### src/design/amer_pkg.sv
// Shared types, constants and helpers of the alpha-mask edge run extractor.
package amer_pkg;

    localparam int unsigned MAX_WIDTH_DEF  = 256;
    localparam int unsigned MAX_HEIGHT_DEF = 256;
    localparam int unsigned FIELD_W        = 9;
    localparam int unsigned NUM_SLOTS      = 8;
    localparam int unsigned SLOT_IDX_W     = 3;
    localparam int unsigned CFG_IDX_W      = 2;
    localparam int unsigned CFG_DATA_W     = 9;
    localparam int unsigned IN_TDATA_W     = 8;
    localparam int unsigned OUT_TDATA_W    = 32;

    localparam logic [8:0] RESET_WIDTH     = 9'd16;
    localparam logic [8:0] RESET_HEIGHT    = 9'd16;
    localparam logic [7:0] RESET_THRESHOLD = 8'd1;

    localparam logic [2:0] KIND_SOLID_ABOVE = 3'd0;
    localparam logic [2:0] KIND_SOLID_BELOW = 3'd1;
    localparam logic [2:0] KIND_SOLID_LEFT  = 3'd2;
    localparam logic [2:0] KIND_SOLID_RIGHT = 3'd3;
    localparam logic [2:0] NO_RUN           = 3'd4;

    typedef enum logic [CFG_IDX_W-1:0] {
        CFG_WIDTH     = 2'd0,
        CFG_HEIGHT    = 2'd1,
        CFG_THRESHOLD = 2'd2
    } t_cfg_idx;

    typedef struct packed {
        logic               valid;
        logic [1:0]         kind;
        logic [FIELD_W-1:0] start;
        logic [FIELD_W-1:0] stop;
    } t_run;

    typedef struct packed {
        logic [FIELD_W-1:0] stop;
        logic [FIELD_W-1:0] start;
        logic [FIELD_W-1:0] line;
        logic [1:0]         kind;
    } t_slot;

    function automatic logic [2:0] horiz_kind(input logic above, input logic below);
        if (above && !below) begin
            return KIND_SOLID_ABOVE;
        end else if (!above && below) begin
            return KIND_SOLID_BELOW;
        end
        return NO_RUN;
    endfunction

    function automatic logic [2:0] vert_kind(input logic left, input logic right);
        if (left && !right) begin
            return KIND_SOLID_LEFT;
        end else if (!left && right) begin
            return KIND_SOLID_RIGHT;
        end
        return NO_RUN;
    endfunction

endpackage

### src/design/amer_ram.sv
// Generic single-write, single-read RAM with registered read data.
module amer_ram #(
    parameter int unsigned W     = 8,
    parameter int unsigned DEPTH = 256,
    parameter int unsigned AW    = (DEPTH > 1) ? $clog2(DEPTH) : 1
) (
    input  logic          i_clk,
    input  logic          i_we,
    input  logic [AW-1:0] i_waddr,
    input  logic [W-1:0]  i_wdata,
    input  logic          i_re,
    input  logic [AW-1:0] i_raddr,
    output logic [W-1:0]  o_rdata
);

    logic [W-1:0] r_mem [DEPTH];
    logic [W-1:0] r_rdata;

    always_ff @(posedge i_clk) begin
        if (i_we) begin
            r_mem[i_waddr] <= i_wdata;
        end
        if (i_re) begin
            r_rdata <= r_mem[i_raddr];
        end
    end

    assign o_rdata = r_rdata;

endmodule

### src/design/amer_track.sv
// One boundary line tracker: closes, opens and edge-closes a run.
module amer_track #(
    parameter int unsigned PW = 9
) (
    input  logic                i_en,
    input  logic [2:0]          i_open_kind,
    input  logic [PW-1:0]       i_open_start,
    input  logic [2:0]          i_kind,
    input  logic [PW-1:0]       i_pos,
    input  logic                i_final,
    input  logic [PW-1:0]       i_edge,
    output amer_pkg::t_run      o_close,
    output amer_pkg::t_run      o_edge,
    output logic [2:0]          o_kind,
    output logic [PW-1:0]       o_start
);

    logic [2:0]    open_k;
    logic [PW-1:0] open_s;

    always_comb begin
        open_k = i_open_kind;
        open_s = i_open_start;
        o_close.valid = i_en && (open_k != amer_pkg::NO_RUN) && (open_k != i_kind);
        o_close.kind  = open_k[1:0];
        o_close.start = amer_pkg::FIELD_W'(open_s);
        o_close.stop  = amer_pkg::FIELD_W'(i_pos);
        if (open_k != i_kind) begin
            open_k = i_kind;
            open_s = i_pos;
        end
        o_edge.valid = i_en && i_final && (open_k != amer_pkg::NO_RUN);
        o_edge.kind  = open_k[1:0];
        o_edge.start = amer_pkg::FIELD_W'(open_s);
        o_edge.stop  = amer_pkg::FIELD_W'(i_edge);
        if (i_final) begin
            open_k = amer_pkg::NO_RUN;
        end
        o_kind  = open_k;
        o_start = open_s;
    end

endmodule

### src/design/alpha_mask_edge_run_extractor.sv
// Alpha-mask edge run extractor: one alpha byte per request in raster order; every maximal
// solid/clear boundary run (horizontal kinds 0-1, vertical kinds 2-3) comes out as one
// request when it closes. A pixel is taken when the first stage is empty or passes its pixel
// on; its runs (zero to eight) enter the result buffer once it is empty or hands out its last
// run, and leave one per cycle through the single result port while the receiver is ready.
// Runs are tracked in a per-column RAM with registered read; no clearing pass is needed.
module alpha_mask_edge_run_extractor #(
    parameter int unsigned MAX_WIDTH  = amer_pkg::MAX_WIDTH_DEF,
    parameter int unsigned MAX_HEIGHT = amer_pkg::MAX_HEIGHT_DEF
) (
    input  logic                                i_clk,
    input  logic                                i_rst_n,
    input  logic                                i_cfg_we,
    input  logic [amer_pkg::CFG_IDX_W-1:0]      i_cfg_index,
    input  logic [amer_pkg::CFG_DATA_W-1:0]     i_cfg_data,
    input  logic                                i_s_axis_tvalid,
    output logic                                o_s_axis_tready,
    // [7:0] pixel_alpha
    input  logic [amer_pkg::IN_TDATA_W-1:0]     i_s_axis_tdata,
    output logic                                o_m_axis_tvalid,
    input  logic                                i_m_axis_tready,
    // [1:0] run_kind, [10:2] boundary_line, [19:11] run_start, [28:20] run_end, zero pad
    output logic [amer_pkg::OUT_TDATA_W-1:0]    o_m_axis_tdata,
    output logic                                o_m_axis_tlast
);

    localparam int unsigned CW = $clog2(MAX_WIDTH + 1);
    localparam int unsigned RW = $clog2(MAX_HEIGHT + 1);
    localparam int unsigned AW = (MAX_WIDTH > 1) ? $clog2(MAX_WIDTH) : 1;
    localparam int unsigned MW = 1 + 3 + RW;
    localparam int unsigned NS = amer_pkg::NUM_SLOTS;
    localparam int unsigned SW = amer_pkg::SLOT_IDX_W;

    logic [8:0]          r_width;
    logic [8:0]          r_height;
    logic [7:0]          r_thresh;
    logic [CW-1:0]       r_col;
    logic [RW-1:0]       r_row;
    logic [2:0]          r_row_kind [2];
    logic [CW-1:0]       r_row_start [2];
    logic [2:0]          r_right_kind;
    logic [RW-1:0]       r_right_start;
    logic                r_left;

    logic                r_s1_valid;
    logic [CW-1:0]       r_s1_col;
    logic [RW-1:0]       r_s1_row;
    logic                r_s1_lc;
    logic                r_s1_lr;
    logic                r_s1_cur;
    logic                r_fwd_hit;
    logic [MW-1:0]       r_fwd_data;

    logic [NS-1:0]       r_buf_valid;
    amer_pkg::t_slot     r_buf [NS];

    logic [CW-1:0]       w;
    logic [RW-1:0]       h;
    logic                in_acc;
    logic                restart;
    logic                lc0;
    logic                lr0;
    logic                s1_move;
    logic                out_take;
    logic                buf_single;
    logic [SW-1:0]       sel;
    logic [MW-1:0]       ram_q;
    logic [MW-1:0]       q;
    logic [MW-1:0]       wdata;
    logic                above;
    logic                left;
    logic [2:0]          col_open;
    logic [2:0]          right_open;
    logic [RW-1:0]       row_p1;
    logic [CW-1:0]       col_p1;

    amer_pkg::t_run      run_c [4];
    amer_pkg::t_run      run_e [4];
    logic [2:0]          t_kind [4];
    logic [CW-1:0]       t0_start;
    logic [CW-1:0]       t1_start;
    logic [RW-1:0]       t2_start;
    logic [RW-1:0]       t3_start;

    always_comb begin
        if (r_width == 9'd0) begin
            w = CW'(1);
        end else if (32'(r_width) > 32'(MAX_WIDTH)) begin
            w = CW'(MAX_WIDTH);
        end else begin
            w = CW'(r_width);
        end
        if (r_height == 9'd0) begin
            h = RW'(1);
        end else if (32'(r_height) > 32'(MAX_HEIGHT)) begin
            h = RW'(MAX_HEIGHT);
        end else begin
            h = RW'(r_height);
        end
    end

    assign buf_single      = (r_buf_valid & (r_buf_valid - NS'(1))) == '0;
    assign o_m_axis_tvalid = |r_buf_valid;
    assign out_take        = o_m_axis_tvalid && i_m_axis_tready;
    assign s1_move         = r_s1_valid && ((r_buf_valid == '0) || (buf_single && out_take));
    assign o_s_axis_tready = !r_s1_valid || s1_move;
    assign in_acc          = i_s_axis_tvalid && o_s_axis_tready;
    assign restart         = i_cfg_we &&
                             (i_cfg_index inside {amer_pkg::CFG_WIDTH, amer_pkg::CFG_HEIGHT});
    assign lc0             = ((CW + 1)'(r_col) + (CW + 1)'(1)) >= (CW + 1)'(w);
    assign lr0             = ((RW + 1)'(r_row) + (RW + 1)'(1)) >= (RW + 1)'(h);

    always_comb begin
        sel = '0;
        for (int i = NS - 1; i >= 0; i--) begin
            if (r_buf_valid[i]) begin
                sel = SW'(i);
            end
        end
    end

    assign o_m_axis_tdata = amer_pkg::OUT_TDATA_W'(r_buf[sel]);
    assign o_m_axis_tlast = buf_single;

    amer_ram #(
        .W     (MW),
        .DEPTH (MAX_WIDTH)
    ) u_col_ram (
        .i_clk   (i_clk),
        .i_we    (s1_move),
        .i_waddr (r_s1_col[AW-1:0]),
        .i_wdata (wdata),
        .i_re    (in_acc),
        .i_raddr (r_col[AW-1:0]),
        .o_rdata (ram_q)
    );

    assign q          = r_fwd_hit ? r_fwd_data : ram_q;
    assign above      = (r_s1_row == '0) ? 1'b0 : q[MW-1];
    assign left       = (r_s1_col == '0) ? 1'b0 : r_left;
    assign col_open   = (r_s1_row == '0) ? amer_pkg::NO_RUN : q[MW-2 -: 3];
    assign right_open = (r_s1_row == '0) ? amer_pkg::NO_RUN : r_right_kind;
    assign row_p1     = r_s1_row + RW'(1);
    assign col_p1     = r_s1_col + CW'(1);

    amer_track #(.PW(CW)) u_trk_row (
        .i_en (1'b1), .i_open_kind (r_row_kind[0]), .i_open_start (r_row_start[0]),
        .i_kind (amer_pkg::horiz_kind(above, r_s1_cur)), .i_pos (r_s1_col),
        .i_final (r_s1_lc), .i_edge (w),
        .o_close (run_c[0]), .o_edge (run_e[0]), .o_kind (t_kind[0]), .o_start (t0_start)
    );

    amer_track #(.PW(CW)) u_trk_bottom (
        .i_en (r_s1_lr), .i_open_kind (r_row_kind[1]), .i_open_start (r_row_start[1]),
        .i_kind (amer_pkg::horiz_kind(r_s1_cur, 1'b0)), .i_pos (r_s1_col),
        .i_final (r_s1_lc), .i_edge (w),
        .o_close (run_c[1]), .o_edge (run_e[1]), .o_kind (t_kind[1]), .o_start (t1_start)
    );

    amer_track #(.PW(RW)) u_trk_col (
        .i_en (1'b1), .i_open_kind (col_open), .i_open_start (q[RW-1:0]),
        .i_kind (amer_pkg::vert_kind(left, r_s1_cur)), .i_pos (r_s1_row),
        .i_final (r_s1_lr), .i_edge (row_p1),
        .o_close (run_c[2]), .o_edge (run_e[2]), .o_kind (t_kind[2]), .o_start (t2_start)
    );

    amer_track #(.PW(RW)) u_trk_right (
        .i_en (r_s1_lc), .i_open_kind (right_open), .i_open_start (r_right_start),
        .i_kind (amer_pkg::vert_kind(r_s1_cur, 1'b0)), .i_pos (r_s1_row),
        .i_final (r_s1_lr), .i_edge (row_p1),
        .o_close (run_c[3]), .o_edge (run_e[3]), .o_kind (t_kind[3]), .o_start (t3_start)
    );

    assign wdata = {r_s1_cur, t_kind[2], t2_start};

    always_ff @(posedge i_clk) begin
        if (!i_rst_n) begin
            r_width        <= amer_pkg::RESET_WIDTH;
            r_height       <= amer_pkg::RESET_HEIGHT;
            r_thresh       <= amer_pkg::RESET_THRESHOLD;
            r_col          <= '0;
            r_row          <= '0;
            r_row_kind[0]  <= amer_pkg::NO_RUN;
            r_row_kind[1]  <= amer_pkg::NO_RUN;
            r_row_start[0] <= '0;
            r_row_start[1] <= '0;
            r_right_kind   <= amer_pkg::NO_RUN;
            r_right_start  <= '0;
            r_left         <= 1'b0;
            r_s1_valid     <= 1'b0;
            r_fwd_hit      <= 1'b0;
            r_buf_valid    <= '0;
        end else begin
            if (s1_move) begin
                for (int i = 0; i < 4; i++) begin
                    r_buf_valid[2*i]       <= run_c[i].valid;
                    r_buf_valid[2*i+1]     <= run_e[i].valid;
                end
            end else if (out_take) begin
                r_buf_valid[sel] <= 1'b0;
            end
            if (in_acc) begin
                r_s1_col  <= r_col;
                r_s1_row  <= r_row;
                r_s1_lc   <= lc0;
                r_s1_lr   <= lr0;
                r_s1_cur  <= i_s_axis_tdata >= r_thresh;
                r_fwd_hit <= s1_move && (r_s1_col[AW-1:0] == r_col[AW-1:0]);
                r_fwd_data <= wdata;
            end
            if (in_acc) begin
                r_s1_valid <= 1'b1;
            end else if (s1_move) begin
                r_s1_valid <= 1'b0;
            end
            if (restart) begin
                r_col          <= '0;
                r_row          <= '0;
                r_row_kind[0]  <= amer_pkg::NO_RUN;
                r_row_kind[1]  <= amer_pkg::NO_RUN;
                r_row_start[0] <= '0;
                r_row_start[1] <= '0;
                r_right_kind   <= amer_pkg::NO_RUN;
                r_left         <= 1'b0;
            end else begin
                if (in_acc) begin
                    if (lc0) begin
                        r_col <= '0;
                        r_row <= lr0 ? '0 : r_row + RW'(1);
                    end else begin
                        r_col <= r_col + CW'(1);
                    end
                end
                if (s1_move) begin
                    r_row_kind[0]  <= t_kind[0];
                    r_row_start[0] <= t0_start;
                    if (r_s1_lr) begin
                        r_row_kind[1]  <= t_kind[1];
                        r_row_start[1] <= t1_start;
                    end
                    if (r_s1_lc) begin
                        r_right_kind  <= t_kind[3];
                        r_right_start <= t3_start;
                    end
                    r_left <= r_s1_cur;
                end
            end
            if (i_cfg_we) begin
                case (i_cfg_index)
                    amer_pkg::CFG_WIDTH: begin
                        r_width <= i_cfg_data;
                    end
                    amer_pkg::CFG_HEIGHT: begin
                        r_height <= i_cfg_data;
                    end
                    amer_pkg::CFG_THRESHOLD: begin
                        r_thresh <= i_cfg_data[7:0];
                    end
                    default: begin
                    end
                endcase
            end
        end
    end

    always_ff @(posedge i_clk) begin
        if (s1_move) begin
            r_buf[0] <= '{stop: run_c[0].stop, start: run_c[0].start,
                          line: amer_pkg::FIELD_W'(r_s1_row), kind: run_c[0].kind};
            r_buf[1] <= '{stop: run_e[0].stop, start: run_e[0].start,
                          line: amer_pkg::FIELD_W'(r_s1_row), kind: run_e[0].kind};
            r_buf[2] <= '{stop: run_c[1].stop, start: run_c[1].start,
                          line: amer_pkg::FIELD_W'(row_p1), kind: run_c[1].kind};
            r_buf[3] <= '{stop: run_e[1].stop, start: run_e[1].start,
                          line: amer_pkg::FIELD_W'(row_p1), kind: run_e[1].kind};
            r_buf[4] <= '{stop: run_c[2].stop, start: run_c[2].start,
                          line: amer_pkg::FIELD_W'(r_s1_col), kind: run_c[2].kind};
            r_buf[5] <= '{stop: run_e[2].stop, start: run_e[2].start,
                          line: amer_pkg::FIELD_W'(r_s1_col), kind: run_e[2].kind};
            r_buf[6] <= '{stop: run_c[3].stop, start: run_c[3].start,
                          line: amer_pkg::FIELD_W'(col_p1), kind: run_c[3].kind};
            r_buf[7] <= '{stop: run_e[3].stop, start: run_e[3].start,
                          line: amer_pkg::FIELD_W'(col_p1), kind: run_e[3].kind};
        end
    end

endmodule

### config.mk
export PLATFORM = sky130hd
export DESIGN_NAME = alpha_mask_edge_run_extractor
export DESIGN_NICKNAME = d
export VERILOG_FILES = /design/src/design/amer_pkg.sv /design/src/design/amer_ram.sv /design/src/design/amer_track.sv /design/src/design/alpha_mask_edge_run_extractor.sv
export SDC_FILE = /design/constraint.sdc
export NUM_CORES = 2
export LEC_CHECK = 0
export BUFFER_PORTS_ARGS = -buffer_cell sky130_fd_sc_hd__buf_2
export CORE_ASPECT_RATIO = 1.4
export CORE_UTILIZATION = 35
export DETAILED_ROUTE_END_ITERATION = 10
export GPL_TIMING_DRIVEN = 1
export PLACE_DENSITY = 0.45
export SYNTH_ARGS = -nofsm -noshare
export SYNTH_HDL_FRONTEND = slang
export SYNTH_SLANG_ARGS = --single-unit
### constraint.sdc
create_clock -name i_clk -period 15.4 [get_ports i_clk]
set_clock_uncertainty 0.05 [all_clocks]
set_input_delay 2.31 -clock i_clk [delete_from_list [all_inputs] [get_ports i_clk]]
set_output_delay 2.31 -clock i_clk [all_outputs]
set_load 0.1 [all_outputs]
==> results_dict.tcl <==
set metrics [dict create \
    clock_sinks 3599 \
    worstMarginPinSlew_ps 1540 \
    root_buffer "clkbuf_16" \
    utilization_pct 40.2 \
    drc_errors 0 \
    hold_path_class "reg -> reg" \
    overflow 0 \
    antenna_found_initial 24 \
    ir_drop_v 0.0000925 \
    cp.arrival_ps 4510 \
    clk_latency_ps 910 \
    hold_violations 0 \
    portBuffers 55 \
    place_ws_ps 8410 \
    ys_ff_latch 3599 \
    ys_warn_count 0 \
    fill_cells 34921 \
    clk_pin_slew_ps 60 \
    finalCritPeriodShare_pct 44.6 \
    hold_buffers 0 \
    rr_endpoint "u_col_ram.r_mem[162][6]" \
    grt_pass1_wl_um 561000 \
    netlist.area_leader.share_pct 76.2 \
    drv_cap 2 \
    synthDistinctLibCells 78 \
    rows 273 \
    multiInputGateArea_mm2 0.0303 \
    gp_congestion 0.801 \
    grt_pass1_vias 70737 \
    synth_top_cell_by_area "edfxtp_1" \
    fp.dieH_um 748 \
    synthToLayoutAreaGrowth_pct 14.3 \
    hold_depth 0 \
    grt_max_degree 166 \
    core_mm2 0.395 \
    fin_setup_tns_ps 0 \
    path_max_fanout 11 \
    r2r-start "r_s1_col[6]" \
    synth_edf_count 3532 \
    min_from "r_row_start[0][11]" \
    avgSynthCellArea_um2 21.0 \
    route.detailed.wl_per_inst_um 31.9 \
    dp_hpwl_um 240000 \
    cts_buffer_depth 4 \
    status "finished, violations left" \
    num_io_pins 59 \
    rsz0062_at_grt "false" \
    viasPerCell 5.40 \
    fmax_mhz 146 \
    htree_levels 5 \
    synthTopCellsByArea "edfxtp_1 (76%), mux4_2 (13%), mux2_2 (1.6%), nor2_1 (0.97%), dfxtp_1 (0.96%)" \
    wirelength_um 400000 \
    async_flop_share_pct 0 \
    slew_violations 4 \
    die-area_mm2 0.400 \
    cts_tree "done" \
    critPathRequiredTime_ps 13040 \
    violations "capacitance limit, slew limit" \
    cp-end-kind "primary output" \
    first_pass_iters 7 \
    ff2ff_path_depth 13 \
    total_power_mw 21.2 \
    crit_type "reg -> out" \
    gr-usage-all-layers_pct 19.8 \
    hold_path_end "r_buf[2][13]" \
    initial_core_util_pct 35.2 \
    drtIter0Drc 5928 \
    area.sequential_mm2 0.107 \
    power_density_mw_per_mm2 133 \
    cts_made_buffers 355 \
    drive_gt1_share_pct 27.4 \
    vias 67775 \
    p_leak_nw 49.0 \
    cts_resized 0 \
    finalSetupViolations 0 \
    post-route-worst-setup-slack_ps 8530 \
    synth_ff_type "edfxtp_1" \
    antenna_left 0 \
    yosysSeqAreaShare_pct 77.2 \
    post-route-min-period_ps 6870 \
    die_width_um 535 \
    synth_area_mm2 0.139 \
    maxSlewHeadroom_pct -3.49 \
    nNetsFinal 7111 \
    hold_ws_ps 395 \
    synthCells 6625 \
    crit_path_start_kind "flip-flop" \
    post_cts_buffers 0 \
    rrSetupSlack_ps 8780 \
]
==> cell usage after synthesis, types with 5 or more instances <==
cell	instances
mux2i_1	71
nand3_2	9
nand2_1	225
or3b_1	7
o211ai_1	15
a21oi_1	28
xor2_1	17
mux4_2	789
nand3_1	55
a221oi_1	79
or2_2	6
nand3b_1	5
a22o_1	26
or3_1	5
a211oi_1	41
a31oi_1	55
o22ai_1	160
o21ai_0	26
nor4_1	20
buf_4	16
buf_1	46
nor2b_1	65
ha_1	36
edfxtp_1	3532
a21boi_0	10
and2_1	12
mux2_2	194
dfxtp_1	67
and3_1	32
clkbuf_1	206
o211a_1	9
a222oi_1	20
o31ai_1	5
nand4_1	17
xnor2_1	23
inv_1	32
a21o_1	11
nor2_1	361
buf_2	108
a22oi_1	106
nor3_1	13
nand2b_1	11
==> state kept, by name, summed over array words and instances, names as in the netlist, 13 cells and up <==
register and count:
r_fwd_data 13, u_col_ram.o_rdata 13, u_col_ram.r_mem 3328, r_buf 133, r_row_start 18
==> worst max path at each step <==
stage          cells after the start                      end  slack, ps             from
5_1_grt                            7       o_m_axis_tdata[11]       8270   r_buf_valid[2]
3_3_place_gp                       9  u_col_ram.r_mem[142][0]       8440  i_m_axis_tready
4_1_cts                            7       o_m_axis_tdata[15]       8470   r_buf_valid[2]
6_report                           7       o_m_axis_tdata[11]       8530   r_buf_valid[2]
3_5_place_dp                       9  u_col_ram.r_mem[142][3]       8410  i_m_axis_tready
2_1_floorplan                      7             r_buf[5][11]       2030         r_s1_cur
==> per-layer routing <==
metal	global-route usage, %	wire length [um]	vias up
li1	-	-	28478
met5	0	0	-
met2	34.0	202000	1845
met3	2.49	18300	489
met4	6.79	14200	0
met1	25.9	166000	36963
==> kinds of logic after synthesis <==
group | share of synthesized area [%]
flops | 77.2
mux | 14.9
simple gates | 2.86
compound gates | 3.19
buf+inv | 1.29
xor+xnor | 0.252
fa+ha+maj | 0.331
other cells | 0.00270
==> cell type report <==
class,count,area share [%]
sequential,3599,67.6
multi-input combinational,2617,19.1
clock buffer,443,5.97
tap,5225,4.11
timing repair buffer,440,2.04
clock inverter,193,1.14
inverter,38,0.0976
antenna,5,0.00787
==> cells in the final DEF (no fill, tap or decap), types with 64 or more instances in the layout <==
cell | netlist | layout
nor2_1 | 361 | 351
dfxtp_1 | 67 | 64
clkinv_1 | 2 | 70
clkbuf_1 | 206 | 73
mux2i_1 | 71 | 71
mux4_2 | 789 | 789
clkbuf_16 | 0 | 366
clkinv_2 | 0 | 68
buf_4 | 16 | 378
a221oi_1 | 79 | 79
edfxtp_1 | 3532 | 3532
o22ai_1 | 160 | 160
nand2_1 | 225 | 209
a22oi_1 | 106 | 106
mux2_2 | 194 | 187
==> power by group <==
group | switching [mW] | internal, mW
Sequential | 0.0460 | 11.0
Clock | 3.70 | 4.92
Combinational | 1.09 | 0.438
==> metrics by stage <==
stage / cell area (um2) / cells
3_5_place_dp: 148000 / 11919
5_1_grt: 159000 / 12557
4_1_cts: 159000 / 12555
6_report: 159000 / 12560
3_3_place_gp: 148000 / 11918
2_1_floorplan: 139000 / 6634
==> critical path: stages (launching register included) <==
cell      delay [ps]
dfxtp_1          390
nor4_2           590
nand2_1          260
nor2_1           810
and3_1           660
a222oi_1         150
nand4_1          270
buf_2            470
Note: power is estimated with default switching activity, not from simulation.
